### config.mk
export PLATFORM = sky130hd
export DESIGN_NAME = tile_column_opacity_profile_unit
export DESIGN_NICKNAME = d
export VERILOG_FILES = /design/src/hw/rtl/tcop_pkg.sv /design/src/hw/rtl/tcop_col_cell.sv /design/src/hw/rtl/tcop_out_cell.sv /design/src/hw/rtl/tile_column_opacity_profile_unit.sv
export SDC_FILE = /design/constraint.sdc
export NUM_CORES = 1
export LEC_CHECK = 0
export BUFFER_PORTS_ARGS = -buffer_cell sky130_fd_sc_hd__buf_4
export CAP_MARGIN = 40
export CORE_UTILIZATION = 63
export DETAILED_ROUTE_END_ITERATION = 10
export GPL_ROUTABILITY_DRIVEN = 0
export GPL_TIMING_DRIVEN = 0
export PLACE_DENSITY = 0.8
export SETUP_SLACK_MARGIN = 0.3
export SKIP_CTS_REPAIR_TIMING = 1
export SLEW_MARGIN = 20
export SYNTH_ARGS = -nofsm -noshare
export SYNTH_HDL_FRONTEND = slang
export SYNTH_SLANG_ARGS = --single-unit
### constraint.sdc
create_clock -name clock -period 15.1 [get_ports clock]
set_input_delay 3.02 -clock clock [delete_from_list [all_inputs] [get_ports clock]]
set_output_delay 3.02 -clock clock [all_outputs]
set_load 0.02 [all_outputs]
### src/hw/rtl/tcop_pkg.sv
`timescale 1ns / 1ps
// ----------------------------------------------------------------------------
// tcop_pkg: shared types and constants for the tile column opacity profiler
// Field widths, default tile edge and the control structs between the cells.
// ----------------------------------------------------------------------------
package tcop_pkg;

   localparam int TILE_EDGE_DEFAULT   = 32;
   localparam int PIXEL_W             = 8;
   localparam int COLUMN_W            = 5;
   localparam int TOP_GAP_W           = 5;
   localparam int BOTTOM_GAP_W        = 6;
   localparam logic [PIXEL_W-1:0] TRANSPARENT_RESET = 8'd255;

   // control for the column state chain
   typedef struct packed {
      logic advance;   // rotate the chain by one column
      logic clear;     // tile done, start a fresh tile
   } col_ctl_type;

   // control for the result chain
   typedef struct packed {
      logic load;      // capture a whole tile of results
      logic advance;   // one result item taken
   } out_ctl_type;

   typedef struct packed {
      logic [TOP_GAP_W-1:0]    top_gap;
      logic [BOTTOM_GAP_W-1:0] bottom_gap;
   } result_type;

endpackage

### src/hw/rtl/tcop_col_cell.sv
`timescale 1ns / 1ps
// ----------------------------------------------------------------------------
// tcop_col_cell: one column's opacity state
// Takes its neighbor's state on advance, applying an opaque hit at the row.
// ----------------------------------------------------------------------------
module tcop_col_cell #(
   parameter int RowW = 5
) (
   input  logic                clock,
   input  logic                reset,
   input  tcop_pkg::col_ctl_type ctl,
   input  logic                hit,
   input  logic [RowW-1:0]     row,
   input  logic                nbr_seen,
   input  logic [RowW-1:0]     nbr_first,
   input  logic [RowW-1:0]     nbr_last,
   output logic                seen,
   output logic [RowW-1:0]     first,
   output logic [RowW-1:0]     last,
   output logic                seen_d,
   output logic [RowW-1:0]     first_d,
   output logic [RowW-1:0]     last_d
);

   logic            seen_ff;
   logic [RowW-1:0] first_ff;
   logic [RowW-1:0] last_ff;

   always_comb begin
      seen_d  = nbr_seen | hit;
      first_d = (hit && !nbr_seen) ? row : nbr_first;
      last_d  = hit ? row : nbr_last;
   end

   always_ff @(posedge clock) begin
      if (reset || ctl.clear) begin
         seen_ff  <= 1'b0;
         first_ff <= '0;
         last_ff  <= '0;
      end else if (ctl.advance) begin
         seen_ff  <= seen_d;
         first_ff <= first_d;
         last_ff  <= last_d;
      end
   end

   assign seen  = seen_ff;
   assign first = first_ff;
   assign last  = last_ff;

endmodule

### src/hw/rtl/tcop_out_cell.sv
`timescale 1ns / 1ps
// ----------------------------------------------------------------------------
// tcop_out_cell: one stage of the result shift chain
// Loads a finished column result, then shifts toward the output head.
// ----------------------------------------------------------------------------
module tcop_out_cell (
   input  logic                 clock,
   input  tcop_pkg::out_ctl_type ctl,
   input  tcop_pkg::result_type load_value,
   input  tcop_pkg::result_type nbr_value,
   output tcop_pkg::result_type value
);

   tcop_pkg::result_type value_ff;

   always_ff @(posedge clock) begin
      if (ctl.load) begin
         value_ff <= load_value;
      end else if (ctl.advance) begin
         value_ff <= nbr_value;
      end
   end

   assign value = value_ff;

endmodule

### src/hw/rtl/tile_column_opacity_profile_unit.sv
`timescale 1ns / 1ps
// ----------------------------------------------------------------------------
// tile_column_opacity_profile_unit: per-column opacity gaps of a square tile
// Scans tile pixels row-major and emits one gap result per column per tile.
// ----------------------------------------------------------------------------
// Takes one pixel item per cycle, TILE_EDGE*TILE_EDGE pixels per tile in
// row-major order. A ring of TILE_EDGE column cells rotates by one on every
// pixel, so the cell at the head always holds the current column; after a
// full row the ring is back in column order. On the final pixel of a tile the
// ring's contents are turned into results and loaded all at once into a
// separate result chain, and the ring is cleared. The result chain then
// shifts out TILE_EDGE result items, column 0 first, one per cycle while
// rsp_ready is high, while the next tile's pixels keep flowing in. The only
// stall: the final pixel of a tile is held off until the previous tile's
// last result is taken (taking it in that same cycle is enough). Sustained
// rate is one pixel per cycle as long as each tile's TILE_EDGE results are
// all taken by the time the next tile's final pixel arrives. The transparent
// index resets to 255 and applies to pixels accepted after the write.
// ----------------------------------------------------------------------------
module tile_column_opacity_profile_unit #(
   parameter int TILE_EDGE = tcop_pkg::TILE_EDGE_DEFAULT
) (
   input  logic                              clock,
   input  logic                              reset,
   // configuration
   input  logic                              csr_valid,
   output logic                              csr_ready,
   input  logic [tcop_pkg::PIXEL_W-1:0]      csr_data,
   // pixel items
   input  logic                              req_valid,
   output logic                              req_ready,
   input  logic [tcop_pkg::PIXEL_W-1:0]      req_pixel,
   // result items
   output logic                              rsp_valid,
   input  logic                              rsp_ready,
   output logic [tcop_pkg::COLUMN_W-1:0]     rsp_column,
   output logic [tcop_pkg::TOP_GAP_W-1:0]    rsp_top_gap,
   output logic [tcop_pkg::BOTTOM_GAP_W-1:0] rsp_bottom_gap,
   output logic                              rsp_last_column
);

   localparam int RowW = $clog2(TILE_EDGE);
   localparam logic [RowW-1:0] EdgeM1 = RowW'(TILE_EDGE - 1);
   localparam logic [RowW:0]   EdgeM1W = (RowW + 1)'(TILE_EDGE - 1);
   localparam logic [RowW:0]   EdgeW   = (RowW + 1)'(TILE_EDGE);

   // config register
   logic [tcop_pkg::PIXEL_W-1:0] transparent_ff;

   always_ff @(posedge clock) begin
      if (reset) begin
         transparent_ff <= tcop_pkg::TRANSPARENT_RESET;
      end else if (csr_valid) begin
         transparent_ff <= csr_data;
      end
   end

   assign csr_ready = 1'b1;

   // pixel position as column and row counters
   logic [RowW-1:0] col_ff, col_in;
   logic [RowW-1:0] row_ff, row_in;
   logic            tile_last;
   logic            req_fire;
   logic            rsp_fire;
   logic            hit;

   // result side status
   logic            rsp_valid_ff, rsp_valid_in;
   logic [RowW-1:0] out_col_ff, out_col_in;
   logic            out_draining;   // last result leaves this cycle

   assign tile_last    = (col_ff == EdgeM1) && (row_ff == EdgeM1);
   assign rsp_fire     = rsp_valid_ff && rsp_ready;
   assign out_draining = rsp_fire && (out_col_ff == EdgeM1);
   assign req_ready    = !(tile_last && rsp_valid_ff && !out_draining);
   assign req_fire     = req_valid && req_ready;
   assign hit          = req_fire && (req_pixel != transparent_ff);

   always_comb begin
      col_in = col_ff;
      row_in = row_ff;
      if (req_fire) begin
         if (col_ff == EdgeM1) begin
            col_in = '0;
            row_in = (row_ff == EdgeM1) ? '0 : row_ff + 1'b1;
         end else begin
            col_in = col_ff + 1'b1;
         end
      end
   end

   always_ff @(posedge clock) begin
      if (reset) begin
         col_ff <= '0;
         row_ff <= '0;
      end else begin
         col_ff <= col_in;
         row_ff <= row_in;
      end
   end

   // column ring: cell 0 is the head, tail takes the updated head
   tcop_pkg::col_ctl_type col_ctl;
   assign col_ctl.advance = req_fire;
   assign col_ctl.clear   = req_fire && tile_last;

   logic            seen_q  [TILE_EDGE];
   logic [RowW-1:0] first_q [TILE_EDGE];
   logic [RowW-1:0] last_q  [TILE_EDGE];
   logic            seen_d  [TILE_EDGE];
   logic [RowW-1:0] first_d [TILE_EDGE];
   logic [RowW-1:0] last_d  [TILE_EDGE];

   tcop_pkg::result_type res_load [TILE_EDGE];
   tcop_pkg::result_type res_q    [TILE_EDGE];

   tcop_pkg::out_ctl_type out_ctl;
   assign out_ctl.load    = col_ctl.clear;
   assign out_ctl.advance = rsp_fire;

   for (genvar j = 0; j < TILE_EDGE; j++) begin : g_col
      localparam int Nbr = (j == TILE_EDGE - 1) ? 0 : j + 1;
      logic            top_w;
      logic [RowW-1:0] top_row;
      logic [RowW:0]   bottom_row;

      tcop_col_cell #(.RowW(RowW)) u_cell (
         .clock     (clock),
         .reset     (reset),
         .ctl       (col_ctl),
         .hit       ((j == TILE_EDGE - 1) ? hit : 1'b0),
         .row       (row_ff),
         .nbr_seen  (seen_q[Nbr]),
         .nbr_first (first_q[Nbr]),
         .nbr_last  (last_q[Nbr]),
         .seen      (seen_q[j]),
         .first     (first_q[j]),
         .last      (last_q[j]),
         .seen_d    (seen_d[j]),
         .first_d   (first_d[j]),
         .last_d    (last_d[j])
      );

      // after the final rotation seen_d[j] etc. hold column j in order
      assign top_w      = seen_d[j];
      assign top_row    = top_w ? first_d[j] : EdgeM1;
      assign bottom_row = top_w ? (EdgeM1W - {1'b0, last_d[j]}) : EdgeW;
      assign res_load[j].top_gap    = tcop_pkg::TOP_GAP_W'(top_row);
      assign res_load[j].bottom_gap = tcop_pkg::BOTTOM_GAP_W'(bottom_row);

      tcop_out_cell u_out (
         .clock      (clock),
         .ctl        (out_ctl),
         .load_value (res_load[j]),
         .nbr_value  ((j == TILE_EDGE - 1) ? res_q[j] : res_q[Nbr]),
         .value      (res_q[j])
      );
   end

   // result sequencing
   always_comb begin
      rsp_valid_in = rsp_valid_ff;
      out_col_in   = out_col_ff;
      if (out_ctl.load) begin
         rsp_valid_in = 1'b1;
         out_col_in   = '0;
      end else if (rsp_fire) begin
         if (out_col_ff == EdgeM1) begin
            rsp_valid_in = 1'b0;
         end
         out_col_in = out_col_ff + 1'b1;
      end
   end

   always_ff @(posedge clock) begin
      if (reset) begin
         rsp_valid_ff <= 1'b0;
         out_col_ff   <= '0;
      end else begin
         rsp_valid_ff <= rsp_valid_in;
         out_col_ff   <= out_col_in;
      end
   end

   assign rsp_valid       = rsp_valid_ff;
   assign rsp_column      = tcop_pkg::COLUMN_W'(out_col_ff);
   assign rsp_top_gap     = res_q[0].top_gap;
   assign rsp_bottom_gap  = res_q[0].bottom_gap;
   assign rsp_last_column = rsp_valid_ff && (out_col_ff == EdgeM1);

`ifndef SYNTHESIS
   // a tile's results start at column 0 right after its final pixel
   a_burst_start: assert property (@(posedge clock) disable iff (reset)
      (req_fire && tile_last) |=> (rsp_valid && out_col_ff == '0))
      else $error("result burst did not start at column 0");

   // results stop only after the final column went out
   a_burst_end: assert property (@(posedge clock) disable iff (reset)
      $fell(rsp_valid) |-> $past(rsp_last_column && rsp_ready))
      else $error("result burst ended early");

   // pixel position is back at the tile start after the final pixel
   a_pos_wrap: assert property (@(posedge clock) disable iff (reset)
      (req_fire && tile_last) |=> (col_ff == '0 && row_ff == '0))
      else $error("pixel position did not wrap at tile end");
`endif

endmodule
Word level (Yosys, flattened, before mapping)
Cells that the tools add are included.

Bits in registers: 728. Latch bits: 0. Memory bits (writable): 0. Memory bits (read-only): 0. Bits of input ports: 21. Output and inout bits: 20. Memories kept: 0.

$add $sub $neg: 35. $mul: 0. Divide/modulo/power cells: 0. Order comparisons: 0. Eq/ne operators: 4. Shift operators: 0. Mux-type cells: 131. Bitwise operators: 1. Reductions and logical operators: 19.

Operators with widths (count): $mux 11 (62); $sub 5x5->6 const A (32); $mux 6 (31); $mux 5 (35); $add 5x1->5 const B (3); $eq 5x5->1 const B (3); $logic_and 1x1->1 (10); $ne 8x8->1 (1); $reduce_and 2->1 (2); $reduce_bool 2->1 (2); $logic_not 1->1 (3); $mux 1 (3); $reduce_or 2->1 (1); $logic_or 1x1->1 (1); $or 1x1->1 (1).

Logic depth before layout (Yosys ltp)
Gate-level depths: netlist of the first run.

Depth after elaboration: 9. Mapped depth: 12. Depth with buffers taken out: 8.

Cells and area by module
Synthesis of the first run repeated with hierarchy kept, for this count alone.

Cell total of the unflattened synthesis: 2947. Area, all modules: 36731.5 µm².

By module, submodules not included: tcop_col_cell (times used 32, cells each 53, area each 550.5 µm², seq. area each 220.2 µm²); tcop_out_cell (times used 32, cells each 24, area each 505.5 µm², seq. area each 330.3 µm²); tile_column_opacity_profile_unit (times used 1, cells each 483, area each 2939.1 µm², seq. area each 480.5 µm²).

Worst setup path before layout of the first run
No wires, ideal clock.

Path kind: input to register. Start point: in rsp_ready. End point: reg g_col[0].u_out.value_ff (netlist bit g_col[0].u_out.value[0]) (enable). Library setup time: 2.544 ns. Arrival time: 9.361 ns. Data required time: 12.556 ns. Setup slack: 3.195 ns. Cell stages on the path: 5. Buffers on the path: 2. Cells stage by stage: a21bo_2 > nand3_2 > buf_2 > buf_1 > nand2_1.

Word-level cells in the longest chain between the ends: 8.

Ends and longest elaborated chain: start, declared (RTL line tile_column_opacity_profile_unit.sv:35) `input logic rsp_ready,`; $logic_and 1x1->1 * (RTL line tile_column_opacity_profile_unit.sv:74) `assign rsp_fire = rsp_valid_ff && rsp_ready;`; $logic_and 1x1->1 (RTL line tile_column_opacity_profile_unit.sv:75) `assign out_draining = rsp_fire && (out_col_ff == EdgeM1);`; $logic_not 1->1 (RTL line tile_column_opacity_profile_unit.sv:76) `assign req_ready = !(tile_last && rsp_valid_ff && !out_draining);`; $logic_and 1x1->1 (RTL line tile_column_opacity_profile_unit.sv:76); $logic_not 1->1 (RTL line tile_column_opacity_profile_unit.sv:76); $logic_and 1x1->1 (RTL line tile_column_opacity_profile_unit.sv:77) `assign req_fire = req_valid && req_ready;`; $logic_and 1x1->1 (RTL line tile_column_opacity_profile_unit.sv:106) `assign col_ctl.clear = req_fire && tile_last;`; $reduce_bool 2->1 (no source line) *; end signal, assigned (RTL line tcop_out_cell.sv:18) `value_ff <= load_value;`; end signal, assigned (RTL line tcop_out_cell.sv:20) `value_ff <= nbr_value;`; end, declared (RTL line tcop_out_cell.sv:14) `tcop_pkg::result_type value_ff;`.

Every way passes the cells marked *; elsewhere a longest branch is shown, timed or not. A chain may end at the register's enable or synchronous reset.

Worst setup path in the final report of the first run
Start point: in rsp_ready. End point: out req_ready.

Word-level cells in the longest chain between the ends: 5.

Ends and longest elaborated chain: $logic_and 1x1->1 (RTL line tile_column_opacity_profile_unit.sv:74); $logic_and 1x1->1 (RTL line tile_column_opacity_profile_unit.sv:75); $logic_not 1->1 (RTL line tile_column_opacity_profile_unit.sv:76); $logic_and 1x1->1 (RTL line tile_column_opacity_profile_unit.sv:76); $logic_not 1->1 (RTL line tile_column_opacity_profile_unit.sv:76); end, declared (RTL line tile_column_opacity_profile_unit.sv:31) `output logic req_ready,`.

Every way passes these cells.

==> flow_summary.yaml, run 1 <==
setup_path:
  slowest_stage: "sky130_fd_sc_hd__a21boi_1"
  max_stage_delay_ps: 250
  cp_num_buf_inv: 2
  setup.worst_path.start_class: "primary input"
  cp_cell_sequence: "buf_4 > a21boi_1 > nand2_1 > buf_4"
  crit_path_frequent_cell: "sky130_fd_sc_hd__buf_4"
  critical-path-top-delay-family: "buffers and inverters"
  cp_data_arrival_time_ps: 3660
  worst_ep_required_time_ps: 12080
  path_max_fanout: 6
  critical_path.endpoint_type: "primary output"
  path_class: "primary input to primary output"
global_route:
  gr-usage-met3_pct: 6.90
  grt_first_pass_wirelength_um: 124000
  groute.layer.met2.usage_pct: 54.3
  grt_pass1_vias: 23000
  number_of_antenna_violations_at_the_first_check_in_global_routing: 1
  grt_start_max_net_pins: 61
  grt_util_met1_pct: 43.1
  grt_usage_pct: 33.8
  total_overflow_reported_by_the_global_router: 0
  grt_most_used_layer: "met2"
layout:
  drive_gt1_share_pct: 10.3
  postLayoutCoreUtil_pct: 72.6
  areaGrowthSynthToFinish_pct: 12.6
  layout.cell_area.non_filler_sq_um: 33200
  antennaDiodeCount: 0
  final_nets: 3302
route:
  drtAntennaViolNets: 0
  detailroute.via_count: 23500
  routed_wire_length_per_instance_um: 20.2
  initialDrtViolationCount: 2838
  first_drt_pass_iteration_count: 7
  detail_route.drc_violations: 0
  routed_wirelength_um: 79600
  detail_route.vias_per_cell: 5.98
synth:
  post_synth_num_cell_types: 42
  postSynthCellCount: 3153
  yosys_warnings: 0
  sequential_to_total_area_share_from_yosys_stat_pct: 61.3
  synthDominantAreaCellType: "sky130_fd_sc_hd__edfxtp_1"
  netlist_top_cells_area: "sky130_fd_sc_hd__edfxtp_1, sky130_fd_sc_hd__dfxtp_1, sky130_fd_sc_hd__nand2_1"
  synth-edff-count: 352
  synthFlopType: "sky130_fd_sc_hd__dfxtp_1"
  synth_common_cells: "sky130_fd_sc_hd__nand2_1, sky130_fd_sc_hd__dfxtp_1, sky130_fd_sc_hd__a21oi_1"
  synth_top_cell_area_share_pct: 35.8
  synth.avg_cell_area_sq_um: 9.36
  most_common_cell_in_the_netlist: "sky130_fd_sc_hd__nand2_1"
  combined_area_of_all_synthesized_cells_sq_um: 29500
  postSynthRegisterBits: 728
  syn-num-nets: 3180
  async_flop_share_pct: 0
clocking:
  clock_tree.htree_level_count: 3
  cts.path.max_buffers: 3
  numCtsBuffers: 73
  tritoncts_num_sinks: 728
  clock_input_transition_at_the_sequential_cells_of_the_worst_setup_and_hold_paths_ps: 60
  clock_tree.root_cell: "sky130_fd_sc_hd__clkbuf_16"
  insertion_delay_ps: 620
  tritoncts: "built"
job:
  max_cap_violations: 0
sta:
  finalCriticalPeriod_ps: 6680
  portion_of_the_clock_cycle_consumed_by_the_worst_path_in_the_final_layout_pct: 44.2
  max_slew.worst_pin.slew_ps: 864
  timing.final.ws_setup_ps: 8420
  timing_hold_violations_final: 0
  skew_ps: 21.6
  worst_slew_margin_rel_pct: 42.4
  clock.fmax_mhz: 150
  grt_setup_unrepaired: "no"
  maxSlewViolCount: 0
  fin_hold_ws_ps: 458
  setup_violations: 0
worst_hold_path:
  min-delay-path-class: "flip-flop to flip-flop"
floorplan:
  floorplan.core_area_sq_um: 45800
  core.rowCount: 78
  die_height_um: 218
  floorplan.initialDensity_pct: 64.5
  chipWidth_um: 218
  fp.dieArea_sq_um: 47700
  num_io_pins: 41
power_and_ir_drop:
  powerDensity_nw_per_um2: 122
  finalPower_mw: 4.04
  max-vdd-ir-drop_v: 0.000110
  power_leakage_nw: 11.6
place:
  place_ws_ps: 8420
  dp_hpwl_um: 55800
  placed_cell_area_sq_um: 30700
  numPortBuffers: 39
run_status:
  run_status: "completed"
cell usage in the layout (no fill, tap or decap), drive strengths merged, types with 11 or more instances in the layout:
| master | synthesis | layout |
|---|---|---|
| a31oi | 157 | 157 |
| buf | 183 | 230 |
| edfxtp | 352 | 352 |
| clkbuf | 50 | 167 |
| inv | 163 | 163 |
| o211ai | 11 | 11 |
| dfxtp | 376 | 376 |
| nand2 | 1036 | 1036 |
| o21ai | 36 | 36 |
| nor2b | 13 | 13 |
| nand3b | 155 | 155 |
| a21oi | 365 | 365 |
| nor2 | 178 | 178 |
cell families after synthesis:
logic type	share of synthesized area [%]
buffers and inverters	6.19
and+or+nand+nor	20.3
adders and majority gates	0.254
AOI/OAI and AO/OA	11.5
xor gates and xnor gates	0.386
other	0.0127
DFF	61.3
flip-flops by register name, summed over array words and instances (netlist names):
signal              flops
row_ff                  5
transparent_ff          8
rsp_column              5
g_col.u_cell.last     160
col_ff                  5
g_col.u_out.value     352
rsp_valid               1
g_col.u_cell.seen      32
g_col.u_cell.first    160
layer usage:
layer  part of all wire, %  vias up  routed length, um
li1                      -    10800                  -
met1                    39    11300              31100
met2                    46     1147              37000
met3                   9.6      236               7680
met4                   4.9        0               3930
met5                     0        -                  0
cell type report:
cell class              instances  area [sq um]
fillers                      3182         12600
flip-flops and latches        728         18100
multi-input cells            2029          9590
inverters                     163           612
plain buffers                 233          1210
clock inverters                16           221
clock buffers                 117          2250
well taps                     600           751
repair buffers                 47           482
final timing paths:
check	endpoint	depth (start not counted)	slack [ps]	start
setup / recovery	req_ready	4	8420	rsp_ready
hold / removal	g_col[20].u_cell.last[1]	2	460	g_col[21].u_cell.last[1]
setup reg to reg	g_col[19].u_out.value[8]	13	11170	col_ff[0]
hold reg to reg	g_col[20].u_cell.last[1]	2	460	g_col[21].u_cell.last[1]
worst register-to-register path, delay by kind of cell, from the launching register on:
family                     cells  cell delay [ps]
adders and majority gates      2              420
and+or+nand+nor                4              810
DFF                            1              350
buffers and inverters          7             2000
stage by stage:
stage / TNS, ps / cells
6_report: 0 / 3933
5_1_grt: 0 / 3933
2_1_floorplan: 0 / 3153
3_5_place_dp: 0 / 3799
3_3_place_gp: -297270 / 3792
4_1_cts: 0 / 3932
power by group:
part	switching (mW)	internal (mW)
Clock	0.761	1.11
Combinational	0.0888	0.0245
Sequential	0.00448	2.06
Total	0.854	3.19
No activity file was read; power rests on OpenSTA's default activity.
==> run 2: changes to the inputs <==
CORE_UTILIZATION = 57   (was 63)
PLACE_DENSITY = 0.76   (was 0.8)
clock period = 6.1 ns   (was 15.1 ns; I/O delays follow)
==> flow_summary.yaml, run 2 (synthesis gave the netlist of run 1 again) <==
floorplan:
  num_io_pins: 41
  fp.dieArea_sq_um: 52700
  die_height_um: 230
  floorplan.core_area_sq_um: 51200
  floorplan.initialDensity_pct: 57.6
  core.rowCount: 83
  chipWidth_um: 230
setup_path:
  path_class: "flip-flop to flip-flop"
  worst-r2r-setup-slack_ps: 2000
  critical_path.endpoint_type: "flip-flop"
  reg2reg_to: "g_col[14].u_out.value[9]"
  slowest_stage: "sky130_fd_sc_hd__buf_1"
  cp_data_arrival_time_ps: 4370
  setup.worst_path.start_class: "flip-flop"
  max_stage_delay_ps: 590
  worst-r2r-cell-count: 12
  capturing_element_of_the_worst_setup_path: "g_col[14].u_out.value[9]"
  path_max_fanout: 89
  beginning_of_the_worst_register_to_register_path: "col_ff[0]"
  timing.critical_path.from: "col_ff[0]"
  worst_ep_required_time_ps: 6370
  cp_cell_sequence: "ha_1 > and3_1 > ha_1 > buf_4 > and2_1 > buf_2 > nand3_2 > buf_2 > buf_1 > nand2_8 > buf_16 > buf_16"
sta:
  setup_violations: 0
  clock.fmax_mhz: 244
  worst_slew_margin_rel_pct: 39.6
  portion_of_the_clock_cycle_consumed_by_the_worst_path_in_the_final_layout_pct: 67.2
  fin_tns_setup_ps: 0
  finalCriticalPeriod_ps: 4100
  skew_ps: 20.9
  max_slew.worst_pin.slew_ps: 905
  grt_setup_unrepaired: "no"
  timing_hold_violations_final: 0
  maxSlewViolCount: 0
global_route:
  grt_usage_pct: 29.8
  total_overflow_reported_by_the_global_router: 0
  grt_start_max_net_pins: 91
  number_of_antenna_violations_at_the_first_check_in_global_routing: 0
  grt_first_pass_wirelength_um: 123000
  grt_pass1_vias: 22800
route:
  drtAntennaViolNets: 0
  detailroute.via_count: 23100
  routed_wire_length_per_instance_um: 19.5
  detail_route.drc_violations: 0
  detail_route.vias_per_cell: 5.76
  initialDrtViolationCount: 2606
  routed_wirelength_um: 78400
  first_drt_pass_iteration_count: 6
layout:
  final_nets: 3299
  antennaDiodeCount: 0
  largest_register_ffs: 352
  drive_gt1_share_pct: 10.4
  layout.cells.non_filler: 4013
  final_common_cell: "sky130_fd_sc_hd__nand2_1"
  layout_common_cells: "sky130_fd_sc_hd__nand2_1, sky130_fd_sc_hd__dfxtp_1, sky130_fd_sc_hd__a21oi_1"
  areaGrowthSynthToFinish_pct: 12.7
clocking:
  tritoncts_num_sinks: 728
  tritoncts: "built"
  clock_tree.htree_level_count: 3
  cts.path.max_buffers: 3
  insertion_delay_ps: 610
  numCtsBuffers: 74
  clock_input_transition_at_the_sequential_cells_of_the_worst_setup_and_hold_paths_ps: 60
  clock_tree.root_cell: "sky130_fd_sc_hd__clkbuf_16"
place:
  placed_insts: 3876
  numPortBuffers: 39
  dp_hpwl_um: 55800
power_and_ir_drop:
  powerDensity_nw_per_um2: 301
  max-vdd-ir-drop_v: 0.000226
  power_leakage_nw: 11.6
  finalPower_mw: 10.0
job:
  max_cap_violations: 0
run_status:
  run_status: "completed"
worst_hold_path:
  min-delay-path-class: "flip-flop to flip-flop"
-- run 2: cell types whose count changed in the layout (fill, tap and decap cells not counted) --
cell,before,now
sky130_fd_sc_hd__clkinv_8,1,0
sky130_fd_sc_hd__clkinv_1,0,4
sky130_fd_sc_hd__buf_12,2,0
sky130_fd_sc_hd__nand2_4,1,0
sky130_fd_sc_hd__clkbuf_1,75,67
sky130_fd_sc_hd__inv_6,0,1
sky130_fd_sc_hd__buf_16,5,4
sky130_fd_sc_hd__clkinv_2,8,14
sky130_fd_sc_hd__clkbuf_16,79,80
sky130_fd_sc_hd__clkbuf_8,13,15
sky130_fd_sc_hd__bufinv_16,5,3
sky130_fd_sc_hd__buf_6,13,12
sky130_fd_sc_hd__clkinv_4,0,1
sky130_fd_sc_hd__nand2_8,0,1
-- run 2: worst min-delay path by stage --
stage | from | to | slack [ps] | cells past startpoint
after floorplan | g_col[7].u_cell.last[0] | g_col[6].u_cell.last[0] | 440 | 2
after global placement | g_col[21].u_cell.last[2] | g_col[20].u_cell.last[2] | 450 | 2
after detailed placement | g_col[21].u_cell.last[2] | g_col[20].u_cell.last[2] | 450 | 2
after CTS | g_col[13].u_cell.last[4] | g_col[12].u_cell.last[4] | 460 | 2
after global routing | g_col[21].u_cell.last[2] | g_col[20].u_cell.last[2] | 470 | 2
final | g_col[21].u_cell.last[2] | g_col[20].u_cell.last[2] | 460 | 2
-- run 2: metrics by stage --
stage | hold slack [ps] | worst slack (ps) | utilization, % | area [sq um]
floorplan | 439 | 1420 | - | 29500
global placement | 446 | -263 | 59.9 | 30700
detailed placement | 454 | 1980 | 60.1 | 30800
CTS | 461 | 2070 | 65.0 | 33300
global route | 474 | 1870 | 65.0 | 33300
finish | 456 | 2000 | 65.0 | 33300
-- run 2: layout make-up --
cell class	instances	area (sq um)
buffer	233	1210
clock buffer	112	2270
clock inverter	25	208
fill	4003	17900
inverter	163	612
multi-input combinational	2029	9600
sequential	728	18100
tap	680	851
timing repair buffer	43	403
-- run 2: layer usage --
layer	track usage, %	routed length, um	vias to the layer above
met2	48.6	36600	999
met1	39.6	32100	11100
li1	-	-	10800
met4	13.1	3220	0
met3	4.43	6420	193
met5	0	0	-
-- run 2: critical path, delay by kind of cell, from the launching register on --
kind / cells / cell delay, ps
buffers and inverters: 6 / 1870
and+or+nand+nor: 4 / 950
DFF: 1 / 360
adders and majority gates: 2 / 440
-- run 2: power breakdown --
part	switching, mW	internal [mW]	leakage, nW
Sequential	0.0111	5.09	6.20
Combinational	0.218	0.0601	4.13
Clock	1.92	2.70	1.23
Total	2.15	7.85	11.6
==> run 3: changes to the inputs <==
CORE_UTILIZATION = 63   (was 57)
PLACE_DENSITY = 0.8   (was 0.76)
clock period = 3.9 ns   (was 6.1 ns; I/O delays follow)
==> flow_summary.yaml, run 3 (synthesis gave the netlist of run 1 again) <==
layout:
  largest_register_ffs: 352
  layout_common_cells: "sky130_fd_sc_hd__nand2_1, sky130_fd_sc_hd__dfxtp_1, sky130_fd_sc_hd__a21oi_1"
  antennaDiodeCount: 0
  drive_gt1_share_pct: 10.2
  areaGrowthSynthToFinish_pct: 12.6
  final_common_cell: "sky130_fd_sc_hd__nand2_1"
  final_nets: 3304
sta:
  maxSlewViolCount: 0
  grt_setup_unrepaired: "no"
  timing_hold_violations_final: 0
  timing.final.ws_setup_ps: 461
  fin_tns_setup_ps: 0
  worst_slew_margin_rel_pct: 39.6
  clock.fmax_mhz: 291
  portion_of_the_clock_cycle_consumed_by_the_worst_path_in_the_final_layout_pct: 88.2
  skew_ps: 30.1
  finalCriticalPeriod_ps: 3440
  max_slew.worst_pin.slew_ps: 906
  setup_violations: 0
route:
  detail_route.vias_per_cell: 6.04
  detailroute.via_count: 23800
  drtAntennaViolNets: 0
  initialDrtViolationCount: 3164
  detail_route.drc_violations: 0
  routed_wirelength_um: 81300
  routed_wire_length_per_instance_um: 20.6
  first_drt_pass_iteration_count: 6
clocking:
  tritoncts_num_sinks: 728
  insertion_delay_ps: 620
  clock_tree.htree_level_count: 3
  tritoncts: "built"
  clock_input_transition_at_the_sequential_cells_of_the_worst_setup_and_hold_paths_ps: 60
  clock_tree.root_cell: "sky130_fd_sc_hd__clkbuf_16"
  numCtsBuffers: 73
  cts.path.max_buffers: 3
floorplan:
  fp.dieArea_sq_um: 47700
  core.rowCount: 78
  floorplan.core_area_sq_um: 45800
  floorplan.initialDensity_pct: 64.5
  chipWidth_um: 218
  num_io_pins: 41
  die_height_um: 218
global_route:
  grt_first_pass_wirelength_um: 124000
  grt_pass1_vias: 22800
  grt_start_max_net_pins: 102
  total_overflow_reported_by_the_global_router: 0
  grt_usage_pct: 33.8
  number_of_antenna_violations_at_the_first_check_in_global_routing: 1
setup_path:
  worst-r2r-cell-count: 12
  worst_ep_required_time_ps: 4180
  critical_path.endpoint_type: "flip-flop"
  reg2reg_to: "g_col[14].u_out.value[5]"
  path_max_fanout: 50
  path_class: "flip-flop to flip-flop"
  cp_data_arrival_time_ps: 3720
  worst-r2r-setup-slack_ps: 460
  beginning_of_the_worst_register_to_register_path: "col_ff[0]"
  setup.worst_path.start_class: "flip-flop"
worst_hold_path:
  min-delay-path-class: "primary input to flip-flop"
  timing.hold.worst.start: "csr_data[6]"
  hold_path_depth: 2
  timing.hold.worst_endpoint: "transparent_ff[6]"
power_and_ir_drop:
  powerDensity_nw_per_um2: 471
  max-vdd-ir-drop_v: 0.000424
  power_leakage_nw: 11.6
place:
  dp_hpwl_um: 55200
  place_ws_ps: 47.8
  numPortBuffers: 39
run_status:
  run_status: "completed"
job:
  max_cap_violations: 0
## run 3: how the worst max path moves through the flow
stage / from / to / slack [ps] / cells after the start
after floorplan: col_ff[0] / g_col[0].u_out.value[0] / 380 / 10
after global placement: col_ff[0] / g_col[12].u_out.value[6] / -620 / 10
after detailed placement: col_ff[0] / g_col[9].u_out.value[9] / 50 / 12
after CTS: col_ff[0] / g_col[12].u_out.value[6] / 30 / 12
after global routing: col_ff[0] / g_col[14].u_out.value[5] / 340 / 12
final: col_ff[0] / g_col[14].u_out.value[5] / 460 / 12
## run 3: cell type report
class | instances | area [sq um]
flip-flops and latches | 728 | 18100
clock buffers | 116 | 2170
inverters | 163 | 612
clock inverters | 19 | 278
multi-input cells | 2031 | 9620
fillers | 3140 | 12500
repair buffers | 47 | 487
plain buffers | 233 | 1220
well taps | 600 | 751
## run 3: stage by stage
stage / util [%] / cell area, sq um / cells / hold slack, ps / total power, mW
detailed placement: 67.0 / 30600 / 3795 / 455 / 8.56
global route: 72.6 / 33200 / 3937 / 380 / 16.0
floorplan: - / 29500 / 3153 / 439 / 8.37
finish: 72.6 / 33200 / 3937 / 388 / 15.7
CTS: 72.3 / 33100 / 3930 / 365 / 15.6
global placement: 66.8 / 30600 / 3792 / 447 / 8.55
## run 3: routing by layer
layer	wire length, um	vias to the layer above	GRT usage [%]
met3	9270	257	8.31
met2	37600	1363	54.4
met1	30700	11400	43.0
met5	0	-	0
met4	3750	0	15.6
li1	-	10800	-
## run 3: worst max-delay path, cell delays in order (launching register included)
cell and delay [ps]:
sky130_fd_sc_hd__dfxtp_1 400, sky130_fd_sc_hd__ha_1 220, sky130_fd_sc_hd__and3_1 170, sky130_fd_sc_hd__ha_1 130, sky130_fd_sc_hd__buf_4 150, sky130_fd_sc_hd__and2_1 120
sky130_fd_sc_hd__buf_2 170, sky130_fd_sc_hd__nand3_2 220, sky130_fd_sc_hd__buf_2 270, sky130_fd_sc_hd__clkbuf_4 310, sky130_fd_sc_hd__nand2_8 250, sky130_fd_sc_hd__buf_16 250
sky130_fd_sc_hd__clkbuf_16 340
## run 3: where the power goes
group / switching, mW / internal, mW
logic: 0.348 / 0.0950
clock network: 2.94 / 4.30
registers: 0.0173 / 7.96
total: 3.31 / 12.3
